### config.mk
export PLATFORM = sky130hd
export DESIGN_NAME = nst_cell
export DESIGN_NICKNAME = d
export VERILOG_FILES = /design/src/rtl/nst_pkg.sv /design/src/rtl/nst_cell.sv
export SDC_FILE = /design/constraint.sdc
export NUM_CORES = 1
export LEC_CHECK = 0
export ABC_CLOCK_PERIOD_IN_PS = 6300
export BUFFER_PORTS_ARGS = -buffer_cell sky130_fd_sc_hd__buf_4
export CAP_MARGIN = 20
export CORE_AREA = 2 2 127 129
export DETAILED_ROUTE_END_ITERATION = 8
export DIE_AREA = 0 0 129 131
export GPL_TIMING_DRIVEN = 0
export SLEW_MARGIN = 25
export SYNTH_ARGS = -nofsm -noshare
export SYNTH_HDL_FRONTEND = slang
export SYNTH_SLANG_ARGS = --single-unit
### constraint.sdc
create_clock -name clk -period 6.3 [get_ports clk]
set_input_delay 0.63 -clock clk [delete_from_list [all_inputs] [get_ports clk]]
set_output_delay 0.63 -clock clk [all_outputs]
set_load 0.05 [all_outputs]
### src/rtl/nst_pkg.sv
// ----------------------------------------------------------------------------
// nst_pkg
// Shared types and constants of the newest-n sorted record table: field
// widths, transaction structs, action and status codes, cell commands.
// ----------------------------------------------------------------------------
package nst_pkg;

    localparam int NST_DEPTH   = 256;
    localparam int TIME_W      = 40;
    localparam int GRAMS_W     = 20;
    localparam int ACTION_W    = 2;
    localparam int STATUS_W    = 2;
    localparam int COUNT_W     = 9;
    localparam int INDEX_W     = 8;
    localparam int CFG_INDEX_W = 2;
    localparam int CFG_DATA_W  = 40;

    localparam logic [GRAMS_W-1:0] MIN_GRAMS_RESET  = GRAMS_W'(20000);
    localparam logic [GRAMS_W-1:0] MAX_GRAMS_RESET  = GRAMS_W'(500000);
    localparam logic [TIME_W-1:0]  TIME_LIMIT_RESET = TIME_W'(64'd4102444800);

    localparam logic [CFG_INDEX_W-1:0] REG_MIN_GRAMS  = 2'd0;
    localparam logic [CFG_INDEX_W-1:0] REG_MAX_GRAMS  = 2'd1;
    localparam logic [CFG_INDEX_W-1:0] REG_TIME_LIMIT = 2'd2;

    localparam logic [ACTION_W-1:0] ACT_INSERT = 2'd0;
    localparam logic [ACTION_W-1:0] ACT_UPDATE = 2'd1;
    localparam logic [ACTION_W-1:0] ACT_DELETE = 2'd2;
    localparam logic [ACTION_W-1:0] ACT_READ   = 2'd3;

    localparam logic [STATUS_W-1:0] ST_DONE    = 2'd0;
    localparam logic [STATUS_W-1:0] ST_RANGE   = 2'd1;
    localparam logic [STATUS_W-1:0] ST_DROPPED = 2'd2;
    localparam logic [STATUS_W-1:0] ST_NOMATCH = 2'd3;

    localparam logic [2:0] CMD_HOLD   = 3'd0;
    localparam logic [2:0] CMD_HIT    = 3'd1;
    localparam logic [2:0] CMD_PREFIX = 3'd2;
    localparam logic [2:0] CMD_SHIFT  = 3'd3;
    localparam logic [2:0] CMD_INSERT = 3'd4;

    typedef struct packed {
        logic [ACTION_W-1:0] action;
        logic [TIME_W-1:0]   new_time;
        logic [GRAMS_W-1:0]  new_grams;
        logic [TIME_W-1:0]   match_time;
        logic [GRAMS_W-1:0]  match_grams;
        logic [INDEX_W-1:0]  read_index;
    } item_t;

    typedef struct packed {
        logic [STATUS_W-1:0] status;
        logic [COUNT_W-1:0]  entry_count;
        logic [TIME_W-1:0]   read_time;
        logic [GRAMS_W-1:0]  read_grams;
    } result_t;

    typedef struct packed {
        logic [2:0]         cmd;
        logic               upd;
        logic               shift_all;
        logic [TIME_W-1:0]  new_time;
        logic [GRAMS_W-1:0] new_grams;
        logic [TIME_W-1:0]  match_time;
        logic [GRAMS_W-1:0] match_grams;
    } cell_ctl_t;

endpackage

### src/rtl/nst_cell.sv
// ----------------------------------------------------------------------------
// nst_cell
// One position of the sorted chain: holds a record and a match flag, and
// takes data from its left or right neighbour or from the new record.
// ----------------------------------------------------------------------------
module nst_cell #(
    parameter int IDX = 0,
    parameter int CW  = 9,
    parameter int SW  = 1,
    localparam int PW = 1 << SW
) (
    input  logic                        clk,
    input  nst_pkg::cell_ctl_t          ctl,
    input  logic [SW-1:0]               step,
    input  logic [CW-1:0]               count,
    input  logic [PW-1:0]               pre,
    input  logic                        left_valid,
    input  logic                        left_below,
    input  logic [nst_pkg::TIME_W-1:0]  left_time,
    input  logic [nst_pkg::GRAMS_W-1:0] left_grams,
    input  logic [nst_pkg::TIME_W-1:0]  right_time,
    input  logic [nst_pkg::GRAMS_W-1:0] right_grams,
    output logic                        valid,
    output logic                        below,
    output logic                        seen,
    output logic [nst_pkg::TIME_W-1:0]  entry_time,
    output logic [nst_pkg::GRAMS_W-1:0] entry_grams
);

    import nst_pkg::*;

    localparam logic [CW-1:0] POS = CW'(IDX);

    logic [TIME_W-1:0]  time_reg;
    logic [TIME_W-1:0]  time_next;
    logic [GRAMS_W-1:0] grams_reg;
    logic [GRAMS_W-1:0] grams_next;
    logic               seen_reg;
    logic               seen_next;
    logic               hit;
    logic               in_span;

    assign valid   = POS < count;
    assign in_span = POS <= count;
    // entries on the right of a removed match stay ahead only when strictly older
    assign below   = valid & ((ctl.upd & seen_reg) ? (time_reg < ctl.new_time)
                                                   : (time_reg <= ctl.new_time));
    assign hit     = valid & (time_reg == ctl.match_time) & (grams_reg == ctl.match_grams);

    always_comb
    begin
        time_next  = time_reg;
        grams_next = grams_reg;
        seen_next  = seen_reg;
        case (ctl.cmd)
            CMD_HIT:
            begin
                seen_next = hit;
            end
            CMD_PREFIX:
            begin
                seen_next = seen_reg | pre[step];
            end
            CMD_SHIFT:
            begin
                if (ctl.shift_all || seen_reg)
                begin
                    time_next  = right_time;
                    grams_next = right_grams;
                end
            end
            CMD_INSERT:
            begin
                if (in_span && left_valid && !left_below)
                begin
                    time_next  = left_time;
                    grams_next = left_grams;
                end
                else if (in_span && !below)
                begin
                    time_next  = ctl.new_time;
                    grams_next = ctl.new_grams;
                end
            end
            default:
            begin
            end
        endcase
    end

    always_ff @(posedge clk)
    begin
        time_reg  <= time_next;
        grams_reg <= grams_next;
        seen_reg  <= seen_next;
    end

    assign seen        = seen_reg;
    assign entry_time  = time_reg;
    assign entry_grams = grams_reg;

endmodule

After elaboration in Yosys (flattened, before gate mapping)
Cells that the tools add are included.
Cells by class
  order comparisons: 5
  eq/ne operators: 8
  muxes and demuxes: 12
  bitwise operators: 5
  reduce and logical (&&, ||, !) cells: 9
Operator list (number)
  $mux 40: 3
  $pmux 40 s2: 1
  $mux 20: 3
  $eq 40x40->1: 1
  $le 40x40->1: 1
  $lt 40x40->1: 1
  $pmux 20 s2: 1
  $eq 20x20->1: 1
  $le 1x9->1 const A: 1
  $lt 1x9->1 const A: 1
  $eq 3x2->1 const B: 2
  $and 1x1->1: 4
  $reduce_bool 2->1: 2
  $eq 3x1->1 const B: 1
  $eq 3x3->1 const B: 1
  $logic_and 1x1->1: 3
  $mux 1: 3
  $ne 3x3->1 const B: 1
  $reduce_and 3->1: 1
  $logic_not 1->1: 2
  $lt 1x2->1 const B: 1
  $ne 2x2->1 const B: 1
  $pmux 1 s2: 1
  $logic_or 1x1->1: 1
  $or 1x1->1: 1
Storage, ports and cells
  register bits after elaboration: 61
  output and inout port bits: 63
  word-level logic and storage cells: 42

Logic depth before layout (Yosys ltp)
Gate-level depths: netlist of run 1.
  depth after elaboration: 8
  gate-level depth with buffers: 8
  mapped depth without buffers: 8

Least setup slack after synthesis of run 1
No wires, ideal clock.
  path type: reg2reg
  start: reg time_reg[37] (netlist: entry_time[37])
  end: reg grams_reg[0] (netlist: entry_grams[0]) (enable)
  setup time: 0.512 ns
  arrival: 5.256 ns
  path slack: 0.532 ns
  cell stages (with the launch flop): 8
  buffers on the path: 0
  period minus slack after synthesis: 5.768 ns
  cell sequence: edfxtp_1 ha_1 nand4_2 nor4_2 nand2_1 a2111oi_2 o31ai_1 a41oi_1
Between the ends
  word-level cells in the longest chain between the ends: 7
RTL lines
  from (decl): line nst_cell.sv:34  | logic [TIME_W-1:0] time_reg;
  from (signal assigned): line nst_cell.sv:93  | time_reg <= time_next;
  $le 40x40->1 or $lt 40x40->1 (tied branches): line nst_cell.sv:47, nst_cell.sv:46
  $mux 1 (*): line nst_cell.sv:46  | assign below = valid & ((ctl.upd & seen_reg) ? (time_reg < ctl.new_time)
  $and 1x1->1 (*): line nst_cell.sv:46
  $logic_not 1->1 (*): line nst_cell.sv:79  | else if (in_span && !below)
  $logic_and 1x1->1 (*): line nst_cell.sv:79
  $ne 3x3->1 (no source line) (*)
  $reduce_and 3->1 (no source line) (*)
  to (signal assigned): line nst_cell.sv:94  | grams_reg <= grams_next;
  to (decl): line nst_cell.sv:36  | logic [GRAMS_W-1:0] grams_reg;
Mark *: on every way between the ends. The rest lies on a longest branch, timed or not.
A chain may end at the register's enable or synchronous reset.

Final worst setup path of run 1
  start: reg time_reg[14] (netlist: entry_time[14])
  end: out below
Between the ends
  word-level cells in the longest chain between the ends: 3
RTL lines
  $le 40x40->1 or $lt 40x40->1 (tied branches): line nst_cell.sv:47, nst_cell.sv:46
  $mux 1 (*): line nst_cell.sv:46
  $and 1x1->1 (*): line nst_cell.sv:46
  to (decl): line nst_cell.sv:24  | output logic below,
Marked as above.

==> results of run 1 <==
[path summary, 6_finish.rpt]
path                                          startpoint                  endpoint  slack (ns)
worst max-delay path            entry_time[14]$_DFFE_PP_                     below        2.43
worst min register to register            seen$_DFFE_PP_            seen$_DFFE_PP_        0.79
worst max register to register  entry_time[36]$_DFFE_PP_  entry_time[25]$_DFFE_PP_        2.67
worst min-delay path                            ctl[124]            seen$_DFFE_PP_        0.59
[placed cells by master, fill, tap and decap left out, types with 2 or more instances in the layout]
cell        count
a21o_1          2
a21oi_1        76
a221oi_1        2
buf_1           3
buf_2           5
buf_4         322
buf_8           2
bufinv_16       3
clkbuf_1       12
clkbuf_16       9
clkinvlp_4      2
edfxtp_1       61
ha_1           40
inv_1          40
mux2i_1        60
nand2_1         9
nand3_1         8
nand4_1        19
nand4_2         3
nor2_1         65
nor2b_1         4
nor3_1          3
nor4_1          8
o211ai_1        2
o21ai_0         3
o21ai_1         3
xnor2_1        43
xor2_1         18
[kinds of logic (layout without fill, tap and decap cells)]
| family | Yosys count | in the layout | synth area share [%] |
|---|---|---|---|
| fa+ha+maj | 40 | 40 | 10.3 |
| buf+inv | 60 | 401 | 4.77 |
| flops | 61 | 61 | 37.7 |
| mux | 61 | 61 | 12.6 |
| xor+xnor | 61 | 61 | 11.0 |
| compound gates | 95 | 95 | 10.8 |
| simple gates | 126 | 126 | 12.8 |
[power breakdown]
part           total (mW)  switching [mW]  internal [mW]
combinational       0.426           0.218          0.208
clock               0.576           0.192          0.384
sequential          0.491          0.0176          0.474
total                1.49           0.428           1.07
[metrics by stage]
step	area (um2)	hold slack [ns]	setup slack, ns	power [mW]
2_1_floorplan	4850	0.824	0.532	0.704
3_5_place_dp	7620	0.712	2.47	0.927
5_1_grt	7960	0.592	2.24	1.56
4_1_cts	7960	0.574	2.44	1.51
6_report	7960	0.586	2.43	1.49
3_3_place_gp	7540	0.684	-1.67	0.919
[cells in the mapped netlist, drive strengths merged, types with 3 or more instances]
master	number	area share, %
a21oi	76	7.8
ha	40	10
clkbuf	12	0.93
mux2i	60	12
xnor2	43	7.8
nand4	22	3.2
buf	8	0.75
nor4	9	1.3
edfxtp	61	38
inv	40	3.1
nor3	3	0.31
nor2b	4	0.52
nand3	8	0.82
xor2	18	3.2
nand2	9	0.70
o21ai	6	0.62
nor2	65	5.0
[cell type report]
| cell class | count | area (um2) | share of cell area (%) |
|---|---|---|---|
| clock inverters | 7 | 114 | 1.43 |
| clock buffers | 9 | 225 | 2.83 |
| well taps | 216 | 270 | 3.40 |
| multi-input cells | 383 | 2810 | 35.3 |
| flip-flops and latches | 61 | 1830 | 23.0 |
| inverters | 40 | 150 | 1.89 |
| plain buffers | 20 | 81.3 | 1.02 |
| repair buffers | 325 | 2470 | 31.1 |
[metal layers]
| metal | part of all wire [%] | vias to the layer above | wire [um] |
|---|---|---|---|
| met5 | 0 | - | 0 |
| met2 | 51 | 220 | 10400 |
| met3 | 6.7 | 25 | 1350 |
| met1 | 40 | 2384 | 8050 |
| met4 | 2.2 | 0 | 454 |
| li1 | - | 2495 | - |
==> results.sh, run 1 <==
export IMPL_worst_ir_drop_vdd_mv=0.119
export IMPL_critPathKind="register to primary output"
export IMPL_clock_latency_ns=0.34
export IMPL_cts_root_buf="clkbuf_16"
export IMPL_initial_core_util_pct=31.1
export IMPL_use_met2_pct=43.0
export IMPL_largest_reg_flops=40
export IMPL_startpoint_type="register"
export IMPL_grt_pass1_vias=5277
export IMPL_areaGrowthSynthToFinish_pct=63.9
export IMPL_max_freq_mhz=258
export IMPL_critPathMaxFanout=4
export IMPL_hold_viol_final=0
export IMPL_synth_area_um2=4850
export IMPL_wirelength_mm=20.3
export IMPL_crit_path_max_incr_delay_ns=0.56
export IMPL_gp_congestion=0.918
export IMPL_seq_area_frac_synth_pct=37.7
export IMPL_numPlacedInstances=1045
export IMPL_ant_nets=0
export IMPL_setup_viol=0
export IMPL_layoutNonFillerInstCount=1061
export IMPL_utilization_pct=51.0
export IMPL_routed_via_density=4.83
export IMPL_max_slew_margin_pct=40.2
export IMPL_path_cells="ha_1, a21oi_1, nand2_1, a221oi_1, o2111ai_1, o31ai_1, and2_1, buf_4"
export IMPL_grt_overflow_total=0
export IMPL_synth_edff_count=61
export IMPL_synthCells=504
export IMPL_cp_required_ns=5.67
export IMPL_crit_arrival_ns=3.24
export IMPL_grt_busiest_layer="met2"
export IMPL_crit_path_end_kind="primary output"
export IMPL_dp_hpwl_mm=17.3
export IMPL_status="finished clean"
export IMPL_drt_iter0_markers=310
export IMPL_grt_pass1_wl_mm=29.2
export IMPL_track_usage_pct=23.7
export IMPL_cts_buffers=9
export IMPL_cts_tree="done"
export IMPL_cp_num_cells=8
export IMPL_die_x_um=129
export IMPL_drv_slew=0
export IMPL_fin_crit_sh_pct=61.5
export IMPL_vias=5124
export IMPL_worst_pin_slew_ns=0.897
export IMPL_syn_num_nets=804
export IMPL_clockBufferDepth=2
export IMPL_period_minus_slack_ns=3.87
export IMPL_die_height_um=131
export IMPL_io_buffer_count=322
export IMPL_synth_seq_cells=61
export IMPL_clk_pin_slew_ns=0.06
export IMPL_top_level_ports=323
export IMPL_fin_skew_ns=0.00599
export IMPL_antennaDiodeCount=0
export IMPL_use_met1_pct=27.8
export IMPL_synth_avg_cell_area_um2=9.63
export IMPL_yosysWarnings=0
export IMPL_final_fill_count=1442
export IMPL_first_pass_iters=4
export IMPL_ys_async_sr_fraction_pct=0
export IMPL_rows=46
export IMPL_fin_setup_tns_ns=0
export IMPL_rsz0062_at_grt="no"
export IMPL_p_per_area_nw_per_um2=188
export IMPL_critical_path_top_delay_family="compound AO/OA/AOI/OAI gates"
export IMPL_use_met3_pct=4.56
export IMPL_post_cts_resized=0
export IMPL_fin_nets=1140
export IMPL_cpMaxStageDelayCell="o31ai_1"
export IMPL_power_leakage_nw=3.84
export IMPL_cts_sinks=61
export IMPL_hold_buffers=0
export IMPL_h_tree_depth=3
export IMPL_wl_per_cell_um=19.1
export IMPL_core_area_um2=15600
export IMPL_layout_drive_gt1_share_pct=41.9
export IMPL_max_cap_violations=0
export IMPL_synth_top_flop_cell="edfxtp_1"
export IMPL_cts_setup_buffers=0
export IMPL_antenna_found_initial=0
export IMPL_cp_num_buf_inv=1
export IMPL_ff2ff_path_depth=9
export IMPL_grt_max_degree=20
export IMPL_hold_path_depth=2
export IMPL_hp_class="input port to register"
export IMPL_die_area_um2=16900
export IMPL_drc=0
export IMPL_ys_types=38
No activity file was read; power rests on OpenSTA's default activity.
==> inputs of run 2 (changes only) <==
Settings changed: ABC_CLOCK_PERIOD_IN_PS 6300 to 3900.
Clock period 6.3 ns to 3.9 ns, I/O delays scaled along.
==> results.sh, run 2 (same netlist as run 1, synthesis figures left out) <==
export IMPL_status="finished clean"
export IMPL_largest_reg_flops=40
export IMPL_rsz0062_at_grt="no"
export IMPL_setup_viol=0
export IMPL_rows=46
export IMPL_die_area_um2=16900
export IMPL_final_seq_area_um2=1830
export IMPL_grt_overflow_total=0
export IMPL_clockBufferDepth=2
export IMPL_die_x_um=129
export IMPL_h_tree_depth=3
export IMPL_final_cell_mix="322 x buf_4, 76 x a21oi_1, 65 x nor2_1"
export IMPL_critPathMaxFanout=12
export IMPL_io_buffer_count=322
export IMPL_worst_pin_slew_ns=0.923
export IMPL_cpMaxStageDelayCell="a41oi_4"
export IMPL_fin_nets=1141
export IMPL_die_height_um=131
export IMPL_startpoint_type="register"
export IMPL_postPlaceCellArea_um2=7650
export IMPL_worst_slack_ns=0.253
export IMPL_critPathKind="register to register"
export IMPL_first_pass_iters=5
export IMPL_hold_buffers=0
export IMPL_multi_input_area_um2=2810
export IMPL_p_per_area_nw_per_um2=294
export IMPL_initial_core_util_pct=31.1
export IMPL_fin_crit_sh_pct=93.5
export IMPL_cts_setup_buffers=0
export IMPL_top_level_ports=323
export IMPL_fin_setup_tns_ns=0
export IMPL_antenna_found_initial=0
export IMPL_cts_sinks=61
export IMPL_stdcell_area_um2=7960
export IMPL_drt_iter0_markers=257
export IMPL_crit_path_end_kind="register"
export IMPL_routed_via_density=4.76
export IMPL_path_cells="ha_1, nand4_2, nor4_2, nand2_1, a2111oi_2, o31ai_1, a41oi_4, buf_16, buf_6"
export IMPL_areaGrowthSynthToFinish_pct=64.0
export IMPL_worst_ir_drop_vdd_mv=0.217
export IMPL_power_leakage_nw=3.84
export IMPL_core_area_um2=15600
export IMPL_cts_root_buf="clkbuf_16"
export IMPL_cp_required_ns=3.95
export IMPL_final_common_cell="buf_4"
export IMPL_wl_per_cell_um=19.0
export IMPL_critical_path_top_delay_family="compound AO/OA/AOI/OAI gates"
export IMPL_max_freq_mhz=274
export IMPL_max_slew_margin_pct=38.5
export IMPL_gp_congestion=0.877
export IMPL_cts_buffers=9
export IMPL_r2r_slack_ns=0.25
export IMPL_crit_path_max_incr_delay_ns=0.65
export IMPL_grt_max_degree=16
export IMPL_wirelength_mm=20.2
export IMPL_clk_pin_slew_ns=0.06
export IMPL_dp_hpwl_mm=17.1
export IMPL_grt_pass1_vias=5263
export IMPL_drv_slew=0
export IMPL_final_fill_count=1500
export IMPL_crit_arrival_ns=3.70
export IMPL_place_ws_ns=0.284
export IMPL_cts_tree="done"
export IMPL_post_cts_resized=0
export IMPL_vias=5051
export IMPL_cp_num_buf_inv=2
export IMPL_period_minus_slack_ns=3.65
export IMPL_track_usage_pct=23.4
export IMPL_fin_skew_ns=0.00917
export IMPL_grt_pass1_wl_mm=29.0
export IMPL_layout_drive_gt1_share_pct=41.7
export IMPL_hp_class="input port to register"
export IMPL_hold_viol_final=0
export IMPL_clock_latency_ns=0.34
export IMPL_drc=0
export IMPL_antennaDiodeCount=0
export IMPL_max_cap_violations=0
export IMPL_ant_nets=0
run 2: where the power goes:
part | total, mW | switching, mW | internal (mW) | leakage, nW
Sequential | 0.794 | 0.0290 | 0.765 | 0.559
Clock | 0.852 | 0.299 | 0.553 | 0.151
Combinational | 0.692 | 0.351 | 0.341 | 3.13
run 2: layout make-up:
type	count	area share [%]
clock inverter	6	0.974
buffer	20	1.02
clock buffer	10	2.88
timing repair buffer	326	31.5
inverter	40	1.89
multi-input combinational	383	35.3
sequential	61	23.0
tap	216	3.39
run 2: worst reg2reg max path, stage by stage, from the launching register on:
cell and delay, ns:
edfxtp_1 0.48, ha_1 0.34, nand4_2 0.17, nor4_2 0.47
nand2_1 0.21, a2111oi_2 0.40, o31ai_1 0.22, a41oi_4 0.65
buf_16 0.23, buf_6 0.17
run 2: metal layers:
layer / up-vias / wire length, um / track usage [%]
li1: 2497 / - / -
met5: - / 0 / 0
met2: 196 / 10300 / 42.8
met3: 20 / 1420 / 5.42
met1: 2338 / 8120 / 27.4
met4: 0 / 314 / 6.91
run 2: final timing paths:
path                       startpoint                       end  depth (start not counted)
max          entry_time[36]$_DFFE_PP_  entry_time[26]$_DFFE_PP_                          9
min                          ctl[124]            seen$_DFFE_PP_                          2
max reg2reg  entry_time[36]$_DFFE_PP_  entry_time[26]$_DFFE_PP_                          9
min reg2reg            seen$_DFFE_PP_            seen$_DFFE_PP_                          2
run 2: stage by stage:
step / utilization [%] / hold slack, ns / instances / power (mW)
4_1_cts: 51.0 / 0.340 / 1062 / 2.36
3_5_place_dp: 49.1 / 0.685 / 1046 / 1.50
3_3_place_gp: 48.5 / 0.656 / 1042 / 1.48
6_report: 51.0 / 0.359 / 1062 / 2.34
5_1_grt: 51.0 / 0.354 / 1062 / 2.43
2_1_floorplan: - / 0.584 / 504 / 1.14
